### src/sv/smam_pkg.sv
package smam_pkg;

  localparam int MAX_TERMS_DEF = 32;
  localparam int COORD_W       = 8;
  localparam int VAL_W         = 16;
  localparam int SUM_W         = 17;
  localparam int DIM_W         = 9;
  localparam int CFG_IDX_W     = 2;
  localparam int MODE_W        = 2;

  localparam logic [DIM_W-1:0] DIM_RESET = DIM_W'(16);

  localparam logic [MODE_W-1:0] MODE_LOAD_FIRST  = 2'd0;
  localparam logic [MODE_W-1:0] MODE_LOAD_SECOND = 2'd1;
  localparam logic [MODE_W-1:0] MODE_COMPUTE     = 2'd2;

  localparam logic [CFG_IDX_W-1:0] CFG_FIRST_ROWS  = 2'd0;
  localparam logic [CFG_IDX_W-1:0] CFG_FIRST_COLS  = 2'd1;
  localparam logic [CFG_IDX_W-1:0] CFG_SECOND_ROWS = 2'd2;
  localparam logic [CFG_IDX_W-1:0] CFG_SECOND_COLS = 2'd3;

  typedef struct packed {
    logic [COORD_W-1:0]      row;
    logic [COORD_W-1:0]      col;
    logic signed [VAL_W-1:0] value;
  } entry_t;

  typedef struct packed {
    logic load_first;
    logic load_second;
    logic clear;
    logic step;
    logic finish;
  } smam_cmd_t;

  typedef struct packed {
    logic live;
  } smam_status_t;

endpackage

### src/sv/smam_ctrl.sv
module smam_ctrl
  import smam_pkg::*;
(
  input  logic                clk,
  input  logic                rst_n,
  input  logic                start,
  input  logic [MODE_W-1:0]   in_mode,
  input  smam_status_t        status,
  output smam_cmd_t           cmd,
  output logic                busy
);

  typedef enum logic {
    ST_IDLE,
    ST_MERGE
  } state_t;

  state_t state_r, state_nxt;

  always_comb begin
    state_nxt = state_r;
    cmd       = '0;
    unique case (state_r)
      ST_IDLE: begin
        if (start) begin
          cmd.load_first  = (in_mode == MODE_LOAD_FIRST);
          cmd.load_second = (in_mode == MODE_LOAD_SECOND);
          if (in_mode == MODE_COMPUTE) begin
            cmd.clear = 1'b1;
            state_nxt = ST_MERGE;
          end
        end
      end
      ST_MERGE: begin
        if (status.live) begin
          cmd.step = 1'b1;
        end else begin
          cmd.finish = 1'b1;
          state_nxt  = ST_IDLE;
        end
      end
      default: state_nxt = ST_IDLE;
    endcase
  end

  always_ff @(posedge clk) begin
    if (!rst_n) begin
      state_r <= ST_IDLE;
    end else begin
      state_r <= state_nxt;
    end
  end

  assign busy = (state_r != ST_IDLE);

endmodule

### src/sv/smam_dp.sv
module smam_dp
  import smam_pkg::*;
#(
  parameter int MAX_TERMS = MAX_TERMS_DEF
)
(
  input  logic                     clk,
  input  logic                     rst_n,
  input  smam_cmd_t                cmd,
  output smam_status_t             status,
  input  logic [COORD_W-1:0]       in_row,
  input  logic [COORD_W-1:0]       in_col,
  input  logic signed [VAL_W-1:0]  in_value,
  input  logic                     cfg_we,
  input  logic [CFG_IDX_W-1:0]     cfg_index,
  input  logic [DIM_W-1:0]         cfg_data,
  output logic                     out_strobe,
  output logic [COORD_W-1:0]       out_row,
  output logic [COORD_W-1:0]       out_col,
  output logic signed [SUM_W-1:0]  out_sum_value,
  output logic                     out_entry_valid,
  output logic                     out_last,
  output logic                     out_size_mismatch
);

  localparam int CNT_W = $clog2(MAX_TERMS + 1);
  localparam int IDX_W = (MAX_TERMS > 1) ? $clog2(MAX_TERMS) : 1;
  localparam logic [CNT_W-1:0] CNT_MAX = CNT_W'(MAX_TERMS);

  entry_t first_list_r  [MAX_TERMS];
  entry_t second_list_r [MAX_TERMS];

  logic [CNT_W-1:0] first_cnt_r, second_cnt_r;
  logic [CNT_W-1:0] a_r, b_r;
  logic [DIM_W-1:0] first_rows_r, first_cols_r, second_rows_r, second_cols_r;

  logic               have_last_r;
  logic [COORD_W-1:0] last_row_r, last_col_r;

  logic                    pend_vld_r;
  logic [COORD_W-1:0]      pend_row_r, pend_col_r;
  logic signed [SUM_W-1:0] pend_val_r;

  logic                    strobe_r, entry_valid_r, last_r, mismatch_r;
  logic [COORD_W-1:0]      row_r, col_r;
  logic signed [SUM_W-1:0] val_r;

  entry_t                  ea, eb;
  logic                    la, lb, eq, a_first;
  logic                    mismatch;
  logic [COORD_W-1:0]      new_row, new_col;
  logic signed [SUM_W-1:0] new_val;

  function automatic logic head_live(entry_t e, logic have_last,
                                     logic [COORD_W-1:0] lr, logic [COORD_W-1:0] lc,
                                     logic [DIM_W-1:0] rows, logic [DIM_W-1:0] cols);
    logic in_area, after;
    in_area = ({1'b0, e.row} < rows) && ({1'b0, e.col} < cols);
    after   = !have_last || (e.row > lr) || ((e.row == lr) && (e.col > lc));
    return in_area && after;
  endfunction

  assign ea = first_list_r[a_r[IDX_W-1:0]];
  assign eb = second_list_r[b_r[IDX_W-1:0]];

  assign la = (a_r < first_cnt_r) &&
              head_live(ea, have_last_r, last_row_r, last_col_r, second_rows_r, second_cols_r);
  assign lb = (b_r < second_cnt_r) &&
              head_live(eb, have_last_r, last_row_r, last_col_r, second_rows_r, second_cols_r);
  assign eq = la && lb && (ea.row == eb.row) && (ea.col == eb.col);
  assign a_first = la && (!lb || (ea.row < eb.row) ||
                          ((ea.row == eb.row) && (ea.col < eb.col)));

  assign status.live = la || lb;
  assign mismatch = (first_rows_r != second_rows_r) || (first_cols_r != second_cols_r);

  always_comb begin
    if (eq) begin
      new_row = ea.row;
      new_col = ea.col;
      new_val = SUM_W'(ea.value) + SUM_W'(eb.value);
    end else if (a_first) begin
      new_row = ea.row;
      new_col = ea.col;
      new_val = SUM_W'(ea.value);
    end else begin
      new_row = eb.row;
      new_col = eb.col;
      new_val = SUM_W'(eb.value);
    end
  end

  // list storage
  always_ff @(posedge clk) begin
    if (cmd.load_first && (first_cnt_r < CNT_MAX)) begin
      first_list_r[first_cnt_r[IDX_W-1:0]] <= '{row: in_row, col: in_col, value: in_value};
    end
    if (cmd.load_second && (second_cnt_r < CNT_MAX)) begin
      second_list_r[second_cnt_r[IDX_W-1:0]] <= '{row: in_row, col: in_col, value: in_value};
    end
  end

  // control state
  always_ff @(posedge clk) begin
    if (!rst_n) begin
      first_cnt_r   <= '0;
      second_cnt_r  <= '0;
      a_r           <= '0;
      b_r           <= '0;
      have_last_r   <= 1'b0;
      pend_vld_r    <= 1'b0;
      strobe_r      <= 1'b0;
      first_rows_r  <= DIM_RESET;
      first_cols_r  <= DIM_RESET;
      second_rows_r <= DIM_RESET;
      second_cols_r <= DIM_RESET;
    end else begin
      strobe_r <= cmd.finish || (cmd.step && pend_vld_r);
      if (cfg_we) begin
        unique case (cfg_index)
          CFG_FIRST_ROWS:  first_rows_r  <= cfg_data;
          CFG_FIRST_COLS:  first_cols_r  <= cfg_data;
          CFG_SECOND_ROWS: second_rows_r <= cfg_data;
          CFG_SECOND_COLS: second_cols_r <= cfg_data;
          default: ;
        endcase
      end
      if (cmd.load_first && (first_cnt_r < CNT_MAX)) begin
        first_cnt_r <= first_cnt_r + 1'b1;
      end
      if (cmd.load_second && (second_cnt_r < CNT_MAX)) begin
        second_cnt_r <= second_cnt_r + 1'b1;
      end
      if (cmd.clear) begin
        a_r         <= '0;
        b_r         <= '0;
        have_last_r <= 1'b0;
        pend_vld_r  <= 1'b0;
      end
      if (cmd.step) begin
        if (eq || a_first) a_r <= a_r + 1'b1;
        if (eq || !a_first) b_r <= b_r + 1'b1;
        have_last_r <= 1'b1;
        pend_vld_r  <= 1'b1;
      end
      if (cmd.finish) begin
        first_cnt_r  <= '0;
        second_cnt_r <= '0;
      end
    end
  end

  // payload
  always_ff @(posedge clk) begin
    if (cmd.step) begin
      last_row_r    <= new_row;
      last_col_r    <= new_col;
      pend_row_r    <= new_row;
      pend_col_r    <= new_col;
      pend_val_r    <= new_val;
      row_r         <= pend_row_r;
      col_r         <= pend_col_r;
      val_r         <= pend_val_r;
      entry_valid_r <= 1'b1;
      last_r        <= 1'b0;
      mismatch_r    <= mismatch;
    end else if (cmd.finish) begin
      row_r         <= pend_vld_r ? pend_row_r : '0;
      col_r         <= pend_vld_r ? pend_col_r : '0;
      val_r         <= pend_vld_r ? pend_val_r : '0;
      entry_valid_r <= pend_vld_r;
      last_r        <= 1'b1;
      mismatch_r    <= mismatch;
    end
  end

  assign out_strobe        = strobe_r;
  assign out_row           = row_r;
  assign out_col           = col_r;
  assign out_sum_value     = val_r;
  assign out_entry_valid   = entry_valid_r;
  assign out_last          = last_r;
  assign out_size_mismatch = mismatch_r;

endmodule

### src/sv/sparse_matrix_add_merge_unit.sv
// Loads leave busy low, so a load beat may follow every cycle.
// A compute beat keeps busy high until the merge ends, also when the sum is
// empty: the merge takes one step per cycle, consuming one or both heads.
// Results appear one per cycle, each passing the pending registers and then the
// output registers; the final one (out_last) arrives the cycle busy drops.
// The receiver cannot stall. Reset clears list counts and output strobe and sets
// all dimensions to 16.
module sparse_matrix_add_merge_unit
  import smam_pkg::*;
#(
  parameter int MAX_TERMS = MAX_TERMS_DEF
)
(
  input  logic                     clk,
  input  logic                     rst_n,
  input  logic                     start,
  output logic                     busy,
  input  logic [MODE_W-1:0]        in_mode,
  input  logic [COORD_W-1:0]       in_row,
  input  logic [COORD_W-1:0]       in_col,
  input  logic signed [VAL_W-1:0]  in_value,
  input  logic                     cfg_we,
  input  logic [CFG_IDX_W-1:0]     cfg_index,
  input  logic [DIM_W-1:0]         cfg_data,
  output logic                     out_strobe,
  output logic [COORD_W-1:0]       out_row,
  output logic [COORD_W-1:0]       out_col,
  output logic signed [SUM_W-1:0]  out_sum_value,
  output logic                     out_entry_valid,
  output logic                     out_last,
  output logic                     out_size_mismatch
);

  smam_cmd_t    cmd;
  smam_status_t status;

  smam_ctrl u_ctrl (
    .clk     (clk),
    .rst_n   (rst_n),
    .start   (start),
    .in_mode (in_mode),
    .status  (status),
    .cmd     (cmd),
    .busy    (busy)
  );

  smam_dp #(
    .MAX_TERMS (MAX_TERMS)
  ) u_dp (
    .clk               (clk),
    .rst_n             (rst_n),
    .cmd               (cmd),
    .status            (status),
    .in_row            (in_row),
    .in_col            (in_col),
    .in_value          (in_value),
    .cfg_we            (cfg_we),
    .cfg_index         (cfg_index),
    .cfg_data          (cfg_data),
    .out_strobe        (out_strobe),
    .out_row           (out_row),
    .out_col           (out_col),
    .out_sum_value     (out_sum_value),
    .out_entry_valid   (out_entry_valid),
    .out_last          (out_last),
    .out_size_mismatch (out_size_mismatch)
  );

`ifndef SYNTHESIS
  a_last_ends_run: assert property (@(posedge clk) disable iff (!rst_n)
    out_strobe && out_last |-> !busy)
    else $error("final beat while still busy");

  a_empty_is_last: assert property (@(posedge clk) disable iff (!rst_n)
    out_strobe && !out_entry_valid |-> out_last)
    else $error("empty result beat not marked last");

  a_beat_from_run: assert property (@(posedge clk) disable iff (!rst_n)
    out_strobe |-> $past(busy))
    else $error("result beat without a compute run");

  a_run_ends_with_last: assert property (@(posedge clk) disable iff (!rst_n)
    $fell(busy) |-> out_strobe && out_last)
    else $error("compute run ended without final beat");
`endif

endmodule
### config.mk
export PLATFORM = sky130hd
export DESIGN_NAME = sparse_matrix_add_merge_unit
export DESIGN_NICKNAME = d
export VERILOG_FILES = /design/src/sv/smam_pkg.sv /design/src/sv/smam_ctrl.sv /design/src/sv/smam_dp.sv /design/src/sv/sparse_matrix_add_merge_unit.sv
export SDC_FILE = /design/constraint.sdc
export NUM_CORES = 2
export LEC_CHECK = 0
export BUFFER_PORTS_ARGS = -buffer_cell sky130_fd_sc_hd__buf_2
export CAP_MARGIN = 20
export CORE_MARGIN = 4
export CORE_UTILIZATION = 44
export DETAILED_ROUTE_END_ITERATION = 8
export MAX_ROUTING_LAYER = met4
export PLACE_DENSITY = 0.59
export SYNTH_ARGS = -nofsm -noshare
export SYNTH_HDL_FRONTEND = slang
export SYNTH_SLANG_ARGS = --single-unit
### constraint.sdc
create_clock -name clk -period 11 [get_ports clk]
set_input_delay 1.1 -clock clk [delete_from_list [all_inputs] [get_ports clk]]
set_output_delay 1.1 -clock clk [all_outputs]
set_load 0.01 [all_outputs]
==> impl.org <==
** Timing
- After layout, the minimum clock period comes to 6.88 ns.
- At the pin with the least slew margin, the transition time is between 1 and 1.5 ns.
- Derived from the worst setup path, the maximum achievable clock frequency is 145 MHz.
- The final count of pins violating max slew is 0.
- Period utilisation layout :: 0.626
- Headroom to the max-slew limit :: 0.273
- Setup total negative slack on the finished layout was measured at 0 ns.
- Setup Viol. Count Final :: 0
- Final clock skew :: approximately 0.046 ns
- Setup repair after global routing missed its margin :: no
- The number of hold violations in the final report is 0.
- Setup slack on the critical path of the routed design comes to 4.12 ns.

** Run status
- Outcome :: completed

** Floorplan
- For this configuration, the core starts out at a cell density of 0.443.
- The die is between 400 and 500 um wide.
- Floorplan row count :: between 150 and 200
- Core Footprint :: 195000 um^2
- Full die area :: 203000 um^2
- Height of the die :: 451 um
- Number of I/O pins :: 87

** Power
- Int Power :: 0.0132 W
- The share of total power dissipated in the clock network is 0.429.
- Of the total power, registers draw 0.552.
- Worst VDD drop :: 0.143 mV
- In this run the static leakage power is 30.0 nW.
- The share of total power dissipated in combinational logic is 0.019.
- Switching part of the total :: 0.203
- Net switching component of the power :: 0.00336 W
- Final Power :: 0.0165 W
- Power spread over the standard cell area amounts to 169 nW/um^2.

** Finish
- Leaving out fill and tap cells, the most frequent cell in the layout is sky130_fd_sc_hd__edfxtp_1.
- In the layout the commonest cells are sky130_fd_sc_hd__edfxtp_1, sky130_fd_sc_hd__mux4_2, sky130_fd_sc_hd__clkbuf_16, sky130_fd_sc_hd__nand2_1, sky130_fd_sc_hd__ha_1.
- Share of layout cells above drive strength 1 :: 0.284
- Final instance area :: 97700 um^2
- The filler cells instantiated in the layout total 15500.
- Final non-filler cell total :: 7048
- The net count of the finished layout is 4400.
- Storage cell area :: 64800 um^2
- Total area of multi-input combinational cells :: roughly 21000 um^2
- Area growth from synthesis to final layout :: 13.2%

** Critical path
- STA puts the critical path data arrival time at 7.48 ns.
- Highest-delay cell along the critical path :: sky130_fd_sc_hd__dfxtp_4
- Biggest cell delay along the critical path :: 0.89 ns
- Crit-path max FO :: 126
- Walking the worst path, the cells encountered are buf_12 -> mux4_2 -> mux4_2 -> mux2i_1 -> inv_1 -> ha_1 -> nand4b_1 -> or3_1 -> o31ai_1 -> or4_1 -> a211oi_2 -> and3_1 -> a21o_4 -> mux2_2.
- STA classifies the critical path startpoint as a flop.
- Source of the worst register-to-register timing path :: u_dp.b_r[1]
- Timing startpoint of the critical path :: u_dp.b_r[1]
- Critical setup path kind :: flop to flop
- Capturing element type of the critical path :: flop
- At the worst endpoint, the required time is 11.60 ns.
- Worst path most repeated cell :: sky130_fd_sc_hd__mux4_2

** Synthesis
- The Yosys step of the flow raised 0 warnings.
- By area the synthesized netlist is led by sky130_fd_sc_hd__edfxtp_1, sky130_fd_sc_hd__mux4_2, sky130_fd_sc_hd__ha_1, sky130_fd_sc_hd__dfxtp_1, sky130_fd_sc_hd__nand2_1.
- Of the post-synthesis cell area, the dominant cell type holds 0.736.
- Primary FF master, synth :: sky130_fd_sc_hd__edfxtp_1
- The mapped netlist covers 86300 um^2.
- Syn Area/Cell :: 21.6 um^2
- Synthesis produced a netlist with a net count of 4155.
- The cell count after synthesis came out at 3993.
- Count of different cell masters after synthesis :: 82
- Summed over all instances, the cell type with the most area after synthesis is sky130_fd_sc_hd__edfxtp_1.
- Number of synthesized register bits :: 2180
- FFs w/ async S/R, synth :: 0
- In this run, synthesis inferred 2115 flip-flops with an integrated enable.
- Of the synthesized area, sequential elements account for 0.751.

** Clock network
- Hold_buf cts :: 0
- TritonCTS created 216 clock buffers.
- Clock tree synthesis found a total of about 2200 sinks.
- Buffers added to address setup during post-CTS repair amount to 0.
- Cell at the root of the clock tree :: sky130_fd_sc_hd__clkbuf_16
- After clock tree synthesis, the clock-pin slew on the worst setup and hold paths is 0.06 ns.
- Later-pin clock latency in the skew report :: around 0.86 ns
- The clock tree synthesis step divided the H-tree into 4 levels.
- TritonCTS built the clock tree.
- Counting along the longest clock path gives a buffer depth of 3.
- In this run, post-CTS repair resized a total of 0 instances.

** Global routing
- Initial antenna violation count :: 14
- Global Route Usage Sum :: 0.220
- After global routing the overflow that remains totals 0.
- The first global-routing pass estimated 310000 um of wire.
- Largest net degree at the start of global routing :: 127
- Vias in the first global route :: 41900

** Routing
- In the final routed layout, each cell accounts on average for 30.9 um.
- The routed design has 218000 um of wire.
- The detailed router put a total of 90900 um of wire on met1.
- Total DRC errors in the routed layout :: 0
- Before antenna repair, the detailed router went through 7 iterations.
- Vias after detailed routing :: 41400
- Summed over all nets, wire length on met2 after detailed routing comes to between 100000 and 150000 um.
- Iteration-0 DRC count of the detailed router :: 4628
- Once detail routing completed, the nets flagged for antenna violations numbered 0.
- Routed met3 length :: around 14000 um
- Highest Signal Layer :: met4
- Drt via density :: ~5.9

** Flow run
- Max-capacitance violation count :: 0

** Placed design
- After legalization and detailed placement, the total HPWL measured 120000 um.
- Last weighted congestion value of the routability-driven placer :: 0.864
- Counting tap cells, the placed design contains a total of 6625 instances.
- The placed instances occupy a cell area of 90500 um^2.
- Buffers placed on the I/O ports in this run total 86.
- Setup slack after placement :: 4.18 ns

** Min path
- The min-delay analysis places its worst path in the category flop to flop.
- Hold Startpoint :: u_dp.first_cols_r[0]
[critical path, delay by kind of cell, from the launching register on]
family | cells | cell delay (ns)
fa+ha+maj | 1 | 0.33
simple gates | 4 | 1.68
flops | 1 | 0.89
buf+inv | 2 | 0.89
compound gates | 3 | 0.79
mux | 4 | 1.94
[layer usage]
layer	global-route usage	up-vias
li1	-	17200
met1	0.301	22400
met2	0.343	1561
met3	0.0368	320
met4	0.0650	0
met5	-	-
[state kept, by name, indices dropped and copies added (netlist names), 9 cells and up]
signal / cells
u_dp.first_rows_r: 9
u_dp.first_cols_r: 9
u_dp.second_rows_r: 9
u_dp.second_cols_r: 9
u_dp.first_list_r: 1024
u_dp.second_list_r: 1024
u_dp.pend_val_r: 17
u_dp.out_sum_value: 17
[synthesized netlist by cell type (3+ instances only)]
library cell                count
sky130_fd_sc_hd__o21ai_0       20
sky130_fd_sc_hd__inv_1         70
sky130_fd_sc_hd__a22oi_1       11
sky130_fd_sc_hd__xor2_1        14
sky130_fd_sc_hd__buf_1         43
sky130_fd_sc_hd__mux2_4        10
sky130_fd_sc_hd__nand4_1       25
sky130_fd_sc_hd__a211oi_1      10
sky130_fd_sc_hd__mux4_2       617
sky130_fd_sc_hd__buf_6         10
sky130_fd_sc_hd__buf_4          6
sky130_fd_sc_hd__o31ai_1        4
sky130_fd_sc_hd__o21a_1         4
sky130_fd_sc_hd__clkbuf_1      56
sky130_fd_sc_hd__a21oi_1       84
sky130_fd_sc_hd__o211ai_1       7
sky130_fd_sc_hd__mux2i_1       51
sky130_fd_sc_hd__nand2_1      183
sky130_fd_sc_hd__nand4b_1       4
sky130_fd_sc_hd__nand3_1       40
sky130_fd_sc_hd__nor3_1        10
sky130_fd_sc_hd__edfxtp_1    2115
sky130_fd_sc_hd__a21o_1        16
sky130_fd_sc_hd__nor2b_1       37
sky130_fd_sc_hd__nor2_1       129
sky130_fd_sc_hd__nor3b_1        4
sky130_fd_sc_hd__buf_2         71
sky130_fd_sc_hd__o22ai_1        5
sky130_fd_sc_hd__mux2_2        25
sky130_fd_sc_hd__a22o_1         4
sky130_fd_sc_hd__o22a_1         9
sky130_fd_sc_hd__o2111ai_1      3
sky130_fd_sc_hd__a2bb2oi_1      6
sky130_fd_sc_hd__and3_1         8
sky130_fd_sc_hd__nor4_1         4
sky130_fd_sc_hd__xnor2_1       24
sky130_fd_sc_hd__or2_2          5
sky130_fd_sc_hd__nand2b_1      11
sky130_fd_sc_hd__o21ai_1        8
sky130_fd_sc_hd__dfxtp_1       65
sky130_fd_sc_hd__ha_1         112
[stage by stage]
stage	util	hold slack, ns
after global routing	0.501	0.496
after global placement	0.464	0.455
final	0.501	0.474
after floorplan	-	0.448
after detailed placement	0.464	0.463
after CTS	0.499	0.472
[worst paths after layout]
| path | endpoint | slack, ns | cells after the start |
|---|---|---|---|
| max | u_dp.last_row_r[7] | 4.12 | 14 |
| min reg2reg | u_dp.first_cols_r[0] | 0.47 | 2 |
| max reg2reg | u_dp.last_row_r[7] | 4.12 | 14 |
| min | u_dp.first_cols_r[0] | 0.47 | 2 |
[area by class of cell]
type                    count  area share
repair buffers            213      0.0176
clock buffers             262      0.0575
multi-input cells        1553       0.213
well taps                2624      0.0336
flip-flops and latches   2180       0.664
diodes                     10    0.000256
inverters                  74     0.00287
clock inverters           132      0.0116
[cell families (layout without fill, tap and decap cells)]
kind of cell / Yosys count / in the layout / share of synthesized area
flip-flops: 2180 / 2180 / 0.751
other: 0 / 10 / 0
multiplexers: 706 / 706 / 0.173
AND/OR/NAND/NOR: 474 / 474 / 0.0251
XOR/XNOR: 38 / 38 / 0.00386
buffers and inverters: 260 / 681 / 0.0135
adder cells (fa/ha/maj): 113 / 113 / 0.0165
AO/OA/AOI/OAI: 222 / 222 / 0.0173
[power groups by stage]
| stage | Sequential (W) | Combinational (W) | Clock (W) |
|---|---|---|---|
| after floorplan | 0.00930 | 0.000108 | 0 |
| after global placement | 0.00931 | 0.000289 | 0 |
| after detailed placement | 0.00931 | 0.000299 | 0 |
| after CTS | 0.00913 | 0.000299 | 0.00723 |
| after global routing | 0.00912 | 0.000344 | 0.00760 |
| final | 0.00913 | 0.000317 | 0.00710 |
(Power assumes the default switching activity.)
